<file path="src/sv/ssag_pkg.sv">
// Shared widths, register indexes and controller/datapath interface types.
package ssag_pkg;

  // Default grid dimension limit
  localparam int MAX_DIM_DEF = 64;

  // Field widths
  localparam int DIM_W   = 7;   // grid_rows / grid_cols
  localparam int START_W = 8;   // start_row / start_col, signed
  localparam int CELL_W  = 6;   // cell_row / cell_col
  localparam int CFG_IDX_W  = 2;
  localparam int CFG_DATA_W = 8;

  // Configuration register indexes
  localparam logic [CFG_IDX_W-1:0] CFG_GRID_ROWS = 2'd0;
  localparam logic [CFG_IDX_W-1:0] CFG_GRID_COLS = 2'd1;
  localparam logic [CFG_IDX_W-1:0] CFG_START_ROW = 2'd2;
  localparam logic [CFG_IDX_W-1:0] CFG_START_COL = 2'd3;

  // Controller -> datapath
  typedef struct packed {
    logic restart;     // reload scan state from start cell
    logic load_start;  // take the pending start position
    logic step;        // advance one spiral step
    logic emit;        // write current cell to output register
  } ssag_cmd_t;

  // Datapath -> controller
  typedef struct packed {
    logic exhausted;   // cells given >= grid total
    logic pending;     // start cell not yet taken
    logic in_grid;     // current position lies in the grid
    logic step_fail;   // spiral has outgrown its leg limit
    logic out_free;    // output register can take a beat
  } ssag_sts_t;

endpackage

</file>
<file path="src/sv/ssag_ctrl.sv">
// Sequencing state machine for the spiral scan.
module ssag_ctrl (
  input  logic                clk,
  input  logic                rst,
  input  logic                in_valid,
  output logic                in_ready,
  input  logic                restart,
  input  ssag_pkg::ssag_sts_t sts,
  output ssag_pkg::ssag_cmd_t cmd
);

  localparam logic [1:0] S_IDLE  = 2'd0;
  localparam logic [1:0] S_CHECK = 2'd1;
  localparam logic [1:0] S_STEP  = 2'd2;
  localparam logic [1:0] S_TEST  = 2'd3;

  logic [1:0] state;
  logic [1:0] state_next;

  always_ff @(posedge clk) begin
    if (rst) begin
      state <= S_IDLE;
    end else begin
      state <= state_next;
    end
  end

  always_comb begin
    state_next = state;
    cmd        = '0;
    in_ready   = 1'b0;
    case (state)
      S_IDLE: begin
        in_ready = 1'b1;
        if (in_valid) begin
          cmd.restart = restart;
          state_next  = S_CHECK;
        end
      end
      S_CHECK: begin
        if (sts.exhausted) begin
          state_next = S_IDLE;
        end else if (sts.pending) begin
          cmd.load_start = 1'b1;
          state_next     = S_TEST;
        end else begin
          state_next = S_STEP;
        end
      end
      S_STEP: begin
        // previous cell already given: move before testing
        if (sts.step_fail) begin
          state_next = S_IDLE;
        end else begin
          cmd.step   = 1'b1;
          state_next = S_TEST;
        end
      end
      S_TEST: begin
        if (sts.in_grid) begin
          if (sts.out_free) begin
            cmd.emit   = 1'b1;
            state_next = S_IDLE;
          end
        end else if (sts.step_fail) begin
          state_next = S_IDLE;
        end else begin
          cmd.step = 1'b1;
        end
      end
      default: begin
        state_next = S_IDLE;
      end
    endcase
  end

endmodule

</file>
<file path="src/sv/ssag_dp.sv">
// Spiral position, leg counters, config registers and output register.
module ssag_dp #(
  parameter int MAX_DIM = ssag_pkg::MAX_DIM_DEF
) (
  input  logic                                    clk,
  input  logic                                    rst,
  input  logic                                    cfg_valid,
  input  logic [ssag_pkg::CFG_IDX_W-1:0]          cfg_index,
  input  logic [ssag_pkg::CFG_DATA_W-1:0]         cfg_data,
  input  ssag_pkg::ssag_cmd_t                     cmd,
  output ssag_pkg::ssag_sts_t                     sts,
  output logic                                    out_valid,
  input  logic                                    out_ready,
  output logic [ssag_pkg::CELL_W-1:0]             cell_row,
  output logic [ssag_pkg::CELL_W-1:0]             cell_col,
  output logic                                    last_cell
);

  localparam int DIM_W   = ssag_pkg::DIM_W;
  localparam int START_W = ssag_pkg::START_W;
  localparam int CELL_W  = ssag_pkg::CELL_W;
  localparam int DIM_MAXV = (1 << DIM_W) - 1;
  localparam int DIM_EFF  = (MAX_DIM < DIM_MAXV) ? MAX_DIM : DIM_MAXV;
  localparam int LEG_LIMIT = 2 * MAX_DIM + 260;
  localparam int LEG_W = $clog2(LEG_LIMIT + 1);
  // start reach plus the spiral's largest excursion, plus sign
  localparam int POS_W = $clog2(128 + LEG_LIMIT / 2 + 2) + 1;
  localparam int CNT_W = $clog2(DIM_EFF * DIM_EFF + 1);

  localparam logic [DIM_W-1:0] DIM_CAP   = DIM_W'(DIM_EFF);
  localparam logic [LEG_W-1:0] LEG_LIM_V = LEG_W'(LEG_LIMIT);

  // config registers
  logic [DIM_W-1:0]   grid_rows;
  logic [DIM_W-1:0]   grid_cols;
  logic [START_W-1:0] start_row;
  logic [START_W-1:0] start_col;

  // scan state
  logic [POS_W-1:0] pos_row;
  logic [POS_W-1:0] pos_col;
  logic [LEG_W-1:0] leg_length;
  logic             leg_phase;
  logic [LEG_W-1:0] steps_left;
  logic [CNT_W-1:0] cells_emitted;
  logic             start_pending;
  logic [CNT_W-1:0] total;

  logic [DIM_W-1:0]   rows_c;
  logic [DIM_W-1:0]   cols_c;
  logic [2*DIM_W-1:0] prod;
  logic [POS_W-1:0]   start_row_x;
  logic [POS_W-1:0]   start_col_x;
  logic [LEG_W-1:0]   leg_s;
  logic               phase_s;
  logic [LEG_W-1:0]   steps_s;
  logic [POS_W-1:0]   row_s;
  logic [POS_W-1:0]   col_s;
  logic [CNT_W-1:0]   cells_inc;

  assign rows_c = (grid_rows > DIM_CAP) ? DIM_CAP : grid_rows;
  assign cols_c = (grid_cols > DIM_CAP) ? DIM_CAP : grid_cols;
  assign prod   = (2*DIM_W)'(rows_c) * (2*DIM_W)'(cols_c);

  assign start_row_x = {{(POS_W-START_W){start_row[START_W-1]}}, start_row};
  assign start_col_x = {{(POS_W-START_W){start_col[START_W-1]}}, start_col};

  assign cells_inc = cells_emitted + CNT_W'(1);

  // one spiral step
  always_comb begin
    leg_s   = leg_length;
    phase_s = leg_phase;
    steps_s = steps_left;
    row_s   = pos_row;
    col_s   = pos_col;
    if (steps_left == '0) begin
      if (leg_phase || (leg_length == '0)) begin
        leg_s   = leg_length + LEG_W'(1);
        phase_s = 1'b0;
      end else begin
        phase_s = 1'b1;
      end
      steps_s = leg_s;
    end
    if (leg_s[0]) begin
      if (!phase_s) row_s = pos_row - POS_W'(1);
      else          col_s = pos_col - POS_W'(1);
    end else begin
      if (!phase_s) row_s = pos_row + POS_W'(1);
      else          col_s = pos_col + POS_W'(1);
    end
    steps_s = steps_s - LEG_W'(1);
  end

  always_comb begin
    sts.exhausted = (cells_emitted >= total);
    sts.pending   = start_pending;
    sts.in_grid   = !pos_row[POS_W-1] && !pos_col[POS_W-1] &&
                    (pos_row < {{(POS_W-DIM_W){1'b0}}, rows_c}) &&
                    (pos_col < {{(POS_W-DIM_W){1'b0}}, cols_c});
    sts.step_fail = (steps_left == '0) && (leg_phase || (leg_length == '0)) &&
                    (leg_length >= LEG_LIM_V);
    sts.out_free  = !out_valid || out_ready;
  end

  always_ff @(posedge clk) begin
    if (rst) begin
      grid_rows <= DIM_W'(1);
      grid_cols <= DIM_W'(1);
      start_row <= '0;
      start_col <= '0;
    end else if (cfg_valid) begin
      case (cfg_index)
        ssag_pkg::CFG_GRID_ROWS: grid_rows <= cfg_data[DIM_W-1:0];
        ssag_pkg::CFG_GRID_COLS: grid_cols <= cfg_data[DIM_W-1:0];
        ssag_pkg::CFG_START_ROW: start_row <= cfg_data[START_W-1:0];
        ssag_pkg::CFG_START_COL: start_col <= cfg_data[START_W-1:0];
        default: ;
      endcase
    end
  end

  // total is registered from config and follows it in the cycle after; read no earlier than the check state
  always_ff @(posedge clk) begin
    total <= prod[CNT_W-1:0];
  end

  always_ff @(posedge clk) begin
    if (rst) begin
      pos_row       <= '0;
      pos_col       <= '0;
      leg_length    <= '0;
      leg_phase     <= 1'b0;
      steps_left    <= '0;
      cells_emitted <= '0;
      start_pending <= 1'b1;
    end else if (cmd.restart) begin
      pos_row       <= start_row_x;
      pos_col       <= start_col_x;
      leg_length    <= '0;
      leg_phase     <= 1'b0;
      steps_left    <= '0;
      cells_emitted <= '0;
      start_pending <= 1'b1;
    end else begin
      if (cmd.load_start) begin
        pos_row       <= start_row_x;
        pos_col       <= start_col_x;
        start_pending <= 1'b0;
      end
      if (cmd.step) begin
        pos_row    <= row_s;
        pos_col    <= col_s;
        leg_length <= leg_s;
        leg_phase  <= phase_s;
        steps_left <= steps_s;
      end
      if (cmd.emit) begin
        cells_emitted <= cells_inc;
      end
    end
  end

  always_ff @(posedge clk) begin
    if (rst) begin
      out_valid <= 1'b0;
    end else if (cmd.emit) begin
      out_valid <= 1'b1;
    end else if (out_ready) begin
      out_valid <= 1'b0;
    end
  end

  always_ff @(posedge clk) begin
    if (cmd.emit) begin
      cell_row  <= pos_row[CELL_W-1:0];
      cell_col  <= pos_col[CELL_W-1:0];
      last_cell <= (cells_inc == total);
    end
  end

endmodule

</file>
<file path="src/sv/spiral_scan_address_generator.sv">
// Top level of the spiral scan address generator: controller plus datapath.
//
//  channel   dir   handshake               payload
//  -------   ---   ---------------------   ------------------------------
//  in        in    in_valid / in_ready     restart
//  out       out   out_valid / out_ready   cell_row, cell_col, last_cell
//  cfg       in    cfg_valid / cfg_ready   cfg_index, cfg_data
//
// Sequence: after accept a request beat passes through the check state, then
//   walks the spiral, one step per cycle through the position adders, testing
//   each position; a cell inside the grid is emitted once the output register is
//   free, and the next request is taken back in the idle state.
//   Exhausted scans return to idle with no result.
// Reset: rst (sync) gives a 1 x 1 grid, start (0, 0), scan at its beginning.
// Stalls: the output register holds one result; a new request is taken while
//   it waits, and the scan stalls only when its next cell finds it still full.
// Config beats are always taken (cfg_ready tied high).
module spiral_scan_address_generator #(
  parameter int MAX_DIM = ssag_pkg::MAX_DIM_DEF
) (
  input  logic                              clk,
  input  logic                              rst,
  input  logic                              in_valid,
  output logic                              in_ready,
  input  logic                              restart,
  output logic                              out_valid,
  input  logic                              out_ready,
  output logic [ssag_pkg::CELL_W-1:0]       cell_row,
  output logic [ssag_pkg::CELL_W-1:0]       cell_col,
  output logic                              last_cell,
  input  logic                              cfg_valid,
  output logic                              cfg_ready,
  input  logic [ssag_pkg::CFG_IDX_W-1:0]    cfg_index,
  input  logic [ssag_pkg::CFG_DATA_W-1:0]   cfg_data
);

  ssag_pkg::ssag_cmd_t cmd;
  ssag_pkg::ssag_sts_t sts;

  // config registers live in the datapath and take every beat
  assign cfg_ready = 1'b1;

  // sequencer: idle -> check -> (step) -> test loop -> emit
  ssag_ctrl u_ctrl (
    .clk      (clk),
    .rst      (rst),
    .in_valid (in_valid),
    .in_ready (in_ready),
    .restart  (restart),
    .sts      (sts),
    .cmd      (cmd)
  );

  // position, leg counters, bounds test and output register
  ssag_dp #(
    .MAX_DIM (MAX_DIM)
  ) u_dp (
    .clk       (clk),
    .rst       (rst),
    .cfg_valid (cfg_valid),
    .cfg_index (cfg_index),
    .cfg_data  (cfg_data),
    .cmd       (cmd),
    .sts       (sts),
    .out_valid (out_valid),
    .out_ready (out_ready),
    .cell_row  (cell_row),
    .cell_col  (cell_col),
    .last_cell (last_cell)
  );

`ifndef SYNTH
  // a result is only written into a free output register
  a_emit_free: assert property (@(posedge clk) disable iff (rst)
    cmd.emit |-> sts.out_free)
    else $error("emit into occupied output register");

  // an emitted cell is presented on the next cycle
  a_emit_shows: assert property (@(posedge clk) disable iff (rst)
    cmd.emit |=> out_valid)
    else $error("emitted beat not presented");

  // emit only on a cell inside the grid, never together with a step
  a_emit_in_grid: assert property (@(posedge clk) disable iff (rst)
    cmd.emit |-> (sts.in_grid && !cmd.step && !cmd.load_start))
    else $error("emit on outside cell or with a step");

  // the block is busy for at least the check cycle after a request
  a_busy_after_accept: assert property (@(posedge clk) disable iff (rst)
    (in_valid && in_ready) |=> !in_ready)
    else $error("request taken during check");
`endif

endmodule
</file>
<file path="config.mk">
export PLATFORM = sky130hd
export DESIGN_NAME = spiral_scan_address_generator
export DESIGN_NICKNAME = d
export VERILOG_FILES = /design/src/sv/ssag_pkg.sv /design/src/sv/ssag_ctrl.sv /design/src/sv/ssag_dp.sv /design/src/sv/spiral_scan_address_generator.sv
export SDC_FILE = /design/constraint.sdc
export NUM_CORES = 1
export LEC_CHECK = 0
export ABC_CLOCK_PERIOD_IN_PS = 7600
export BUFFER_PORTS_ARGS = -buffer_cell sky130_fd_sc_hd__clkbuf_2
export CAP_MARGIN = 40
export CORE_UTILIZATION = 55
export DETAILED_ROUTE_END_ITERATION = 7
export PLACE_DENSITY = 0.72
export SETUP_SLACK_MARGIN = 0.2
export SLEW_MARGIN = 20
export SYNTH_ARGS = -nofsm -noshare
export SYNTH_HDL_FRONTEND = slang
export SYNTH_HIERARCHICAL = 1
export SYNTH_SLANG_ARGS = --single-unit
</file>
<file path="constraint.sdc">
create_clock -name clk -period 7.6 [get_ports clk]
set_input_delay 0.76 -clock clk [delete_from_list [all_inputs] [get_ports clk]]
set_output_delay 0.76 -clock clk [all_outputs]
set_load 0.02 [all_outputs]
</file>
==> results of run 1 <==
tightest hold or removal path, stage by stage (launching register included):
cell and delay, ns:
dfxtp_1 0.32, inv_1 0.05, o21ai_0 0.07
flip-flops by register name, indices dropped and copies added, names as in the netlist:
signal / count
u_dp/start_row: 8
u_dp/grid_rows: 7
u_dp/start_col: 8
u_dp/start_pending: 1
u_dp/cell_col: 6
u_dp/cells_emitted: 13
u_ctrl/state: 2
u_dp/leg_phase: 1
u_dp/pos_col: 10
u_dp/leg_length: 9
u_dp/total: 13
u_dp/steps_left: 9
u_dp/last_cell: 1
u_dp/pos_row: 10
u_dp/out_valid: 1
u_dp/grid_cols: 7
u_dp/cell_row: 6
cell type report:
cell class / instances / area, um^2 / area share, %
Sequential cell: 112 / 2370 / 28.2
Multi-Input combinational cell: 690 / 5090 / 60.5
Tap cell: 180 / 225 / 2.68
Clock inverter: 3 / 28.8 / 0.342
Clock buffer: 13 / 292 / 3.47
Timing Repair Buffer: 35 / 191 / 2.28
Inverter: 55 / 206 / 2.46
report_power, final:
part           internal, mW  switching (mW)
Combinational         0.856            1.12
Clock                 0.274           0.226
Sequential            0.677          0.0953
Total                  1.81            1.44
cell usage in the layout, fill, tap and decap left out, types with 25 or more instances in the layout:
| cell type | n |
|---|---|
| a21oi_1 | 41 |
| ha_1 | 75 |
| clkbuf_2 | 30 |
| xnor2_1 | 39 |
| xor2_1 | 26 |
| dfxtp_1 | 99 |
| nand2_1 | 80 |
| fa_1 | 25 |
| nand3_1 | 25 |
| mux2i_1 | 35 |
| nor2_1 | 146 |
| inv_1 | 55 |
final timing paths:
path,start,to
worst max-delay path,u_dp/grid_cols[6]$_SDFFE_PP0P_,u_dp/total[11]$_DFF_P_
worst min-delay path,u_dp/start_pending$_SDFFE_PP1P_,u_dp/start_pending$_SDFFE_PP1P_
worst max register to register,u_dp/grid_cols[6]$_SDFFE_PP0P_,u_dp/total[11]$_DFF_P_
worst min register to register,u_dp/start_pending$_SDFFE_PP1P_,u_dp/start_pending$_SDFFE_PP1P_
layer usage:
metal  wire, um  track usage [%]
met1       8180             33.1
met2       7490             38.5
met3        733             4.93
met4        327             6.25
met5          0                0
per-stage QoR:
step           setup WS [ns]  cell area, um^2
3_3_place_gp            2.97             8060
2_1_floorplan           3.04             7810
3_5_place_dp            2.81             8080
5_1_grt                 2.46             8400
4_1_cts                 2.78             8400
6_report                2.77             8400
cells by family (layout without fill, tap and decap cells):
family,Yosys count,in the layout,synth area share [%]
AO/OA/AOI/OAI,142,142,13.1
XOR/XNOR,67,67,7.69
multiplexers,37,37,4.92
adder cells (fa/ha/maj),100,100,18.4
other,1,1,0.0480
AND/OR/NAND/NOR,343,343,20.8
flip-flops,112,112,30.4
buffers and inverters,87,106,4.58
==> impl_metrics.env, run 1 <==
export IMPL_syn_inst=889
export IMPL_vias_per_cell=5.63
export IMPL_holdPathStages=2
export IMPL_netlist_area_leader_share_pct=25.4
export IMPL_ant_nets=0
export IMPL_synth_common_cells="146 x nor2_1, 99 x dfxtp_1, 80 x nand2_1, 75 x ha_1, 55 x inv_1"
export IMPL_wirelength_mm=16.7
export IMPL_overflow=0
export IMPL_peakVddDrop_uv=285
export IMPL_grt_pass1_vias=5614
export IMPL_stdcell_count=1088
export IMPL_required_ns=7.89
export IMPL_r2r_cells=16
export IMPL_drcViolationCount=0
export IMPL_dpl_cell_count=1072
export IMPL_final_util_pct=60.5
export IMPL_core_area_um2=13900
export IMPL_diodes=0
export IMPL_finalCriticalPeriod_ns=4.83
export IMPL_num_rows=43
export IMPL_relSlewSlack_pct=56.0
export IMPL_cts_tree="built"
export IMPL_nFillCells=1228
export IMPL_route_vias_total=6130
export IMPL_drv_cap=0
export IMPL_max_freq_mhz=207
export IMPL_drt_iter0_drc=501
export IMPL_grt_max_degree=57
export IMPL_path_buf_inv=5
export IMPL_grt_pass1_wl_mm=27.7
export IMPL_clock_root_buffer="clkbuf_16"
export IMPL_drive_above_1_share_pct=9.25
export IMPL_grt_antenna_before_repair=0
export IMPL_yosys_warnings=6
export IMPL_rsz0062_at_grt="false"
export IMPL_cpMaxStageDelayCell="a2111oi_0"
export IMPL_globalplace_congestion=0.912
export IMPL_worstPathCellList="inv_1 > nand2_1 > nor2_1 > fa_1 > inv_1 > fa_1 > inv_1 > fa_1 > inv_1 > fa_1 > inv_1 > ha_1 > a2111oi_0 > o31ai_1 > a21oi_1 > xnor2_1"
export IMPL_crit_path_end_kind="flop"
export IMPL_ys_ff_latch=112
export IMPL_fp_dieH_um=121
export IMPL_io_pin_count=32
export IMPL_cp_depth=16
export IMPL_synthTopCellsByArea="dfxtp_1 25%, ha_1 12%, nor2_1 7.0%"
export IMPL_areaGrowthSynthToFinish_pct=7.59
export IMPL_cts_buffer_depth=2
export IMPL_syn_area_um2=7810
export IMPL_skew_ns=0.00592
export IMPL_wl_per_cell_um=15.4
export IMPL_rrSetupSlack_ns=2.77
export IMPL_min_period_over_period_pct=63.6
export IMPL_syn_num_nets=1005
export IMPL_power_leakage_nw=3.64
export IMPL_cpPeakStageDelay_ns=0.58
export IMPL_worstSetupPathType="reg2reg"
export IMPL_status="complete, no violations"
export IMPL_dominantRegCellSynth="dfxtp_1"
export IMPL_cts_hold_buf=0
export IMPL_cts_buffers=9
export IMPL_synth_area_per_cell_um2=8.79
export IMPL_numPortBuffers=30
export IMPL_synth_cell_types=80
export IMPL_startpoint_type="flop"
export IMPL_min_delay_path_class="reg2reg"
export IMPL_clkTransAtPathRegs_ns=0.08
export IMPL_worstPathMaxFanout=11
export IMPL_async_flop_share_pct=0
export IMPL_cts_sinks=112
export IMPL_power_density_nw_per_um2=386
export IMPL_htreeDepth=3
export IMPL_postCtsResizedCells=0
export IMPL_cp_arrival_ns=5.12
export IMPL_drv_slew=0
export IMPL_grtUsageTotal_pct=24.1
export IMPL_dieArea_um2=14700
export IMPL_tns_ns=0
export IMPL_clk_latency_ns=0.36
export IMPL_finalNetCount=1019
export IMPL_synth_largest_area_cell="dfxtp_1"
export IMPL_max_slew_worst_pin_slew_ns=0.654
export IMPL_hold_viol=0
export IMPL_cts_setup_buffers=0
export IMPL_power_mw=3.25
export IMPL_dp_hpwl_mm=12.4
export IMPL_die_x_um=121
export IMPL_synth_edf_count=13
export IMPL_synth_most_common_cell="nor2_1"
export IMPL_critPathTopFamily="adder cells"
export IMPL_hold_worst_slack_ns=0.480
export IMPL_seq_area_frac_synth_pct=30.4
export IMPL_cpMostUsedCell="inv_1"
export IMPL_start_util_pct=56.3
export IMPL_setup_viol=0
export IMPL_first_pass_iters=5
Note: power is estimated with default switching activity, not from simulation.
==> run 2: changes to the inputs <==
Settings changed: ABC_CLOCK_PERIOD_IN_PS 7600 to 4600.
Clock period 7.6 ns to 4.6 ns, I/O delays scaled along.
==> run 2 against run 1 <==
Compared with the run above: sequential power increased by 63%; sequential cell count unchanged; non-clock buffer count increased by 13; cell area increased by 1.4%; worst hold slack got worse by 0.13 ns; routed wire length increased by 0.23%; worst setup slack got worse by 2.4 ns; critical endpoint is now u_dp/total[12]$_DFF_P_; largest power group unchanged.
==> impl_metrics.env, run 2 (synthesized netlist as in run 1, its figures left out) <==
export IMPL_grt_pass1_vias=5717
export IMPL_setup_slack_ns=0.402
export IMPL_first_pass_iters=5
export IMPL_worstSetupPathType="reg2reg"
export IMPL_min_delay_path_class="in2reg"
export IMPL_drv_slew=0
export IMPL_worstPathMaxFanout=8
export IMPL_cts_sinks=112
export IMPL_power_switching_mw=2.37
export IMPL_htreeDepth=3
export IMPL_dpl_cell_count=1083
export IMPL_route_vias_total=6232
export IMPL_wirelength_mm=16.8
export IMPL_power_frac_comb_pct=62.2
export IMPL_vias_per_cell=5.66
export IMPL_num_rows=43
export IMPL_die_x_um=121
export IMPL_relSlewSlack_pct=53.9
export IMPL_cts_buffer_depth=2
export IMPL_grtUsageTotal_pct=24.1
export IMPL_min_period_over_period_pct=91.3
export IMPL_nFillCells=1218
export IMPL_areaGrowthSynthToFinish_pct=9.07
export IMPL_most_common_layout_cells="143 x nor2_1, 98 x dfxtp_1, 77 x nand2_1"
export IMPL_cp_arrival_ns=4.44
export IMPL_clkTransAtPathRegs_ns=0.07
export IMPL_status="complete, no violations"
export IMPL_io_pin_count=32
export IMPL_finalNetCount=1032
export IMPL_required_ns=4.84
export IMPL_finalCriticalPeriod_ns=4.20
export IMPL_power_density_nw_per_um2=624
export IMPL_ant_nets=0
export IMPL_numPortBuffers=30
export IMPL_cts_tree="built"
export IMPL_peakVddDrop_uv=477
export IMPL_clock_root_buffer="clkbuf_16"
export IMPL_setup_viol=0
export IMPL_core_area_um2=13900
export IMPL_internal_power_mw=2.94
export IMPL_skew_ns=0.00813
export IMPL_overflow=0
export IMPL_globalplace_congestion=0.904
export IMPL_startpoint_type="flop"
export IMPL_p_sw_share_pct=44.6
export IMPL_clk_latency_ns=0.36
export IMPL_crit_path_end_kind="flop"
export IMPL_p_seq_share_pct=23.7
export IMPL_drv_cap=0
export IMPL_pre_cts_slack_ns=0.142
export IMPL_wl_per_cell_um=15.2
export IMPL_dieArea_um2=14700
export IMPL_reg_top3="u_dp/cells_emitted: 13 flops, u_dp/total: 13 flops"
export IMPL_rsz0062_at_grt="false"
export IMPL_hold_viol=0
export IMPL_max_slew_worst_pin_slew_ns=0.689
export IMPL_grt_antenna_before_repair=0
export IMPL_max_freq_mhz=238
export IMPL_drive_above_1_share_pct=12.2
export IMPL_dp_hpwl_mm=12.5
export IMPL_power_frac_clock_pct=14.0
export IMPL_cts_buffers=9
export IMPL_stdcell_count=1101
export IMPL_layout_commonest_cell="nor2_1"
export IMPL_diodes=0
export IMPL_start_util_pct=56.3
export IMPL_tns_ns=0
export IMPL_drcViolationCount=0
export IMPL_drt_iter0_drc=509
export IMPL_grt_max_degree=57
export IMPL_grt_pass1_wl_mm=27.8
export IMPL_fp_dieH_um=121
export IMPL_power_leakage_nw=3.68
run 2: path summary, 6_finish.rpt:
path                                        start                              end  slack (ns)  cells after the start
setup / recovery   u_dp/grid_cols[6]$_SDFFE_PP0P_           u_dp/total[12]$_DFF_P_        0.40                     16
hold / removal                        cfg_data[7]   u_dp/start_row[7]$_SDFFE_PP0P_        0.35                      3
setup reg to reg   u_dp/grid_cols[6]$_SDFFE_PP0P_           u_dp/total[12]$_DFF_P_        0.40                     16
hold reg to reg   u_dp/start_pending$_SDFFE_PP1P_  u_dp/start_pending$_SDFFE_PP1P_        0.47                      2
run 2: routing by layer:
metal	vias up	wire [um]	global-route usage [%]
li1	3142	-	-
met5	-	0	0
met3	22	803	5.12
met1	2911	8080	32.9
met2	157	7600	38.6
met4	0	284	6.17
run 2: area by class of cell:
type	count	area, um^2	area share (%)
multi-input cells	690	5150	60.5
flip-flops and latches	112	2370	27.9
clock inverters	5	31.3	0.367
repair buffers	48	285	3.35
clock buffers	11	243	2.85
inverters	55	209	2.45
well taps	180	225	2.64
run 2: stage by stage:
stage / power, mW / utilization, % / area [um^2] / hold slack, ns
6_report: 5.31 / 61.4 / 8520 / 0.353
5_1_grt: 5.79 / 61.4 / 8520 / 0.371
4_1_cts: 5.31 / 60.9 / 8450 / 0.343
3_5_place_dp: 4.54 / 58.9 / 8180 / 0.459
3_3_place_gp: 4.48 / 58.9 / 8180 / 0.451
2_1_floorplan: 3.93 / - / 7830 / 0.442
run 2: critical path: stages (launching register included):
cell and delay, ns:
dfxtp_1 0.32, buf_4 0.17, nor2b_4 0.15, nand3_1 0.11
fa_1 0.50, fa_1 0.55, inv_1 0.05, fa_1 0.53
inv_1 0.05, fa_1 0.52, inv_1 0.06, ha_4 0.26
nand2_1 0.06, o21ai_1 0.08, o41ai_2 0.42, o21ai_1 0.12
xnor2_1 0.13
run 2: timing repair:
action | in CTS | in global routing
endpoints found under the setup margin | 2 | 4
resized for setup | 1 | 18
hold buffers | 0 | 0
pin swaps | 0 | 3
buffers inserted | 0 | 2
run 2: power by group through the flow:
stage                     Clock (mW)  Sequential (mW)  Combinational, mW
final                          0.745             1.26               3.31
after global placement             0             1.28               3.19
after CTS                      0.762             1.26               3.29
after detailed placement           0             1.28               3.26
after global routing           0.801             1.28               3.71
after floorplan                    0             1.23               2.70
==> run 3: changes to the inputs <==
Settings changed: ABC_AREA set to 1.
==> run 3 against run 2 <==
Compared with the run above: maximum frequency decreased by 2.9%; power up 12%; worst setup slack lost 0.12 ns; critical path depth is 8 higher; die area rose by 5.3%; via count increased by 14%; sequential share of layout area fell by 1.7 points; clock-buffer cell count decreased by 2; critical endpoint unchanged.
==> impl_metrics.env, run 3 <==
export IMPL_peakVddDrop_uv=379
export IMPL_synth_area_per_cell_um2=7.53
export IMPL_cts_buffer_depth=2
export IMPL_worstHoldStart="cfg_data[7]"
export IMPL_design_area_um2=9080
export IMPL_synth_cell_types=56
export IMPL_synth_common_cells="171 x nand2_1, 146 x inv_1, 113 x nor2_1, 99 x dfxtp_1, 96 x a21oi_1"
export IMPL_syn_inst=1093
export IMPL_diodes=0
export IMPL_ant_nets=0
export IMPL_regToRegStartpoint="u_dp/grid_rows[2]$_SDFFE_PP0P_"
export IMPL_layout_commonest_cell="nand2_1"
export IMPL_drcViolationCount=0
export IMPL_areaGrowthSynthToFinish_pct=10.3
export IMPL_cts_tree="built"
export IMPL_status="complete, no violations"
export IMPL_min_delay_path_class="in2reg"
export IMPL_dieArea_um2=15500
export IMPL_async_flop_share_pct=0
export IMPL_grt_max_degree=50
export IMPL_syn_num_nets=1209
export IMPL_vias_per_cell=5.36
export IMPL_drive_above_1_share_pct=16.9
export IMPL_power_mw=5.93
export IMPL_placed_area_um2=8620
export IMPL_grt_antenna_before_repair=0
export IMPL_power_frac_comb_pct=64.3
export IMPL_synthTopCellsByArea="dfxtp_1 24%, ha_1 11%, nand2_1 7.8%"
export IMPL_first_pass_iters=5
export IMPL_rsz0062_at_grt="true"
export IMPL_drv_slew=0
export IMPL_numPortBuffers=30
export IMPL_globalplace_congestion=0.920
export IMPL_power_density_nw_per_um2=654
export IMPL_clk_latency_ns=0.36
export IMPL_holdPathStages=3
export IMPL_p_seq_share_pct=22.6
export IMPL_internal_power_mw=2.92
export IMPL_worstPathMaxFanout=6
export IMPL_drt_iter0_drc=540
export IMPL_seq_area_frac_synth_pct=28.8
export IMPL_r2r_cells=24
export IMPL_cp_arrival_ns=4.57
export IMPL_min_period_over_period_pct=94.0
export IMPL_io_pin_count=32
export IMPL_p_sw_share_pct=50.8
export IMPL_max_slew_worst_pin_slew_ns=0.714
export IMPL_relSlewSlack_pct=52.1
export IMPL_pre_cts_slack_ns=-0.0554
export IMPL_finalNetCount=1253
export IMPL_reg_top3="u_dp/cells_emitted: 13 flops, u_dp/total: 13 flops"
export IMPL_cts_buffers=9
export IMPL_cts_hold_buf=0
export IMPL_clkTransAtPathRegs_ns=0.08
export IMPL_synth_largest_area_cell="dfxtp_1"
export IMPL_timing_rr_end="u_dp/total[12]$_DFF_P_"
export IMPL_worstSetupPathType="reg2reg"
export IMPL_skew_ns=0.00908
export IMPL_num_rows=44
export IMPL_most_common_layout_cells="169 x nand2_1, 136 x inv_1, 104 x nor2_1"
export IMPL_grt_pass1_wl_mm=30.8
export IMPL_dp_hpwl_mm=14.0
export IMPL_power_switching_mw=3.02
export IMPL_route_vias_total=7113
export IMPL_core_area_um2=14600
export IMPL_required_ns=4.84
export IMPL_hold_viol=0
export IMPL_crit_start="u_dp/grid_rows[2]$_SDFFE_PP0P_"
export IMPL_htreeDepth=3
export IMPL_power_frac_clock_pct=13.1
export IMPL_drv_cap=0
export IMPL_synth_edf_count=13
export IMPL_crit_path_end_kind="flop"
export IMPL_wl_per_cell_um=14.0
export IMPL_syn_area_um2=8230
export IMPL_setup_viol=0
export IMPL_die_x_um=124
export IMPL_dominantRegCellSynth="dfxtp_1"
export IMPL_fp_dieH_um=124
export IMPL_grt_pass1_vias=6509
export IMPL_setup_slack_ns=0.277
export IMPL_cts_sinks=112
export IMPL_overflow=0
export IMPL_startpoint_type="flop"
export IMPL_start_util_pct=56.4
export IMPL_wirelength_mm=18.6
export IMPL_max_freq_mhz=231
export IMPL_netlist_area_leader_share_pct=24.1
export IMPL_clock_root_buffer="clkbuf_16"
export IMPL_ys_ff_latch=112
export IMPL_power_leakage_nw=4.32
export IMPL_rrSetupSlack_ns=0.28
export IMPL_grtUsageTotal_pct=24.4
export IMPL_hold_path_end="u_dp/start_col[7]$_SDFFE_PP0P_"
export IMPL_finalCriticalPeriod_ns=4.32
export IMPL_synth_most_common_cell="nand2_1"
export IMPL_yosys_warnings=6
run 3: worst max path at each step:
stage,cells past startpoint,slack [ns],endpoint
after CTS,24,0.21,u_dp/total[12]$_DFF_P_
after floorplan,22,0.21,u_dp/total[12]$_DFF_P_
after detailed placement,24,-0.06,u_dp/total[12]$_DFF_P_
after global routing,24,0.05,u_dp/total[12]$_DFF_P_
after global placement,22,0.08,u_dp/total[12]$_DFF_P_
final,24,0.28,u_dp/total[12]$_DFF_P_
run 3: layer usage:
layer,vias to the layer above,routed length [um],global-route usage [%]
li1,3670,-,-
met1,3263,8790,32.5
met2,140,8610,39.1
met3,40,666,4.34
met4,0,556,10.1
met5,-,0,0
run 3: through the flow:
| step | TNS (ns) | util (%) | cells | hold WS [ns] |
|---|---|---|---|---|
| floorplan | 0 | - | 1093 | 0.424 |
| global placement | 0 | 59.1 | 1303 | 0.433 |
| detailed placement | -0.0554 | 59.1 | 1303 | 0.437 |
| CTS | 0 | 61.3 | 1319 | 0.373 |
| global route | 0 | 62.2 | 1326 | 0.411 |
| finish | 0 | 62.2 | 1326 | 0.380 |
run 3: final cells by class:
cell class / count / area (um^2)
clock inverter: 7 / 61.3
fill: 1314 / 5510
tap: 184 / 230
multi-input combinational: 793 / 5210
inverter: 164 / 622
timing repair buffer: 57 / 353
sequential: 112 / 2380
clock buffer: 9 / 225
run 3: power by group through the flow:
stage / clock network, mW / registers, mW / logic [mW]
5_1_grt: 0.835 / 1.36 / 4.32
3_3_place_gp: 0 / 1.36 / 3.70
4_1_cts: 0.796 / 1.34 / 3.79
6_report: 0.775 / 1.34 / 3.82
3_5_place_dp: 0 / 1.36 / 3.76
2_1_floorplan: 0 / 1.30 / 3.25
run 3: kinds of logic after synthesis:
logic type | after synthesis | synth area share (%)
other cells | 1 | 0.0455
simple gates | 420 | 24.4
xor+xnor | 41 | 4.54
buf+inv | 188 | 9.36
flops | 112 | 28.8
compound gates | 231 | 15.4
fa+ha+maj | 100 | 17.5
run 3: what timing repair did:
action | 4_1_cts | 5_1_grt
pin swaps | 2 | 9
buffers inserted | 0 | 7
gates resized for setup | 14 | 30
endpoints found under the setup margin | 4 | 14
run 3: worst max-delay path, cell delays in order (launching register included):
cell and delay, ns:
dfxtp_2 0.33, inv_2 0.04, nand4_1 0.10, o21ai_2 0.07
inv_2 0.15, nor2_4 0.06, inv_2 0.09, nor2_2 0.06
fa_1 0.54, inv_1 0.06, fa_1 0.55, inv_2 0.04
fa_1 0.52, inv_1 0.05, fa_1 0.49, inv_2 0.05
ha_4 0.30, nand2_1 0.08, nor2_2 0.11, a21oi_2 0.08
o21ai_2 0.13, nand2_1 0.07, nand2_1 0.07, a21oi_2 0.05
xor2_1 0.14
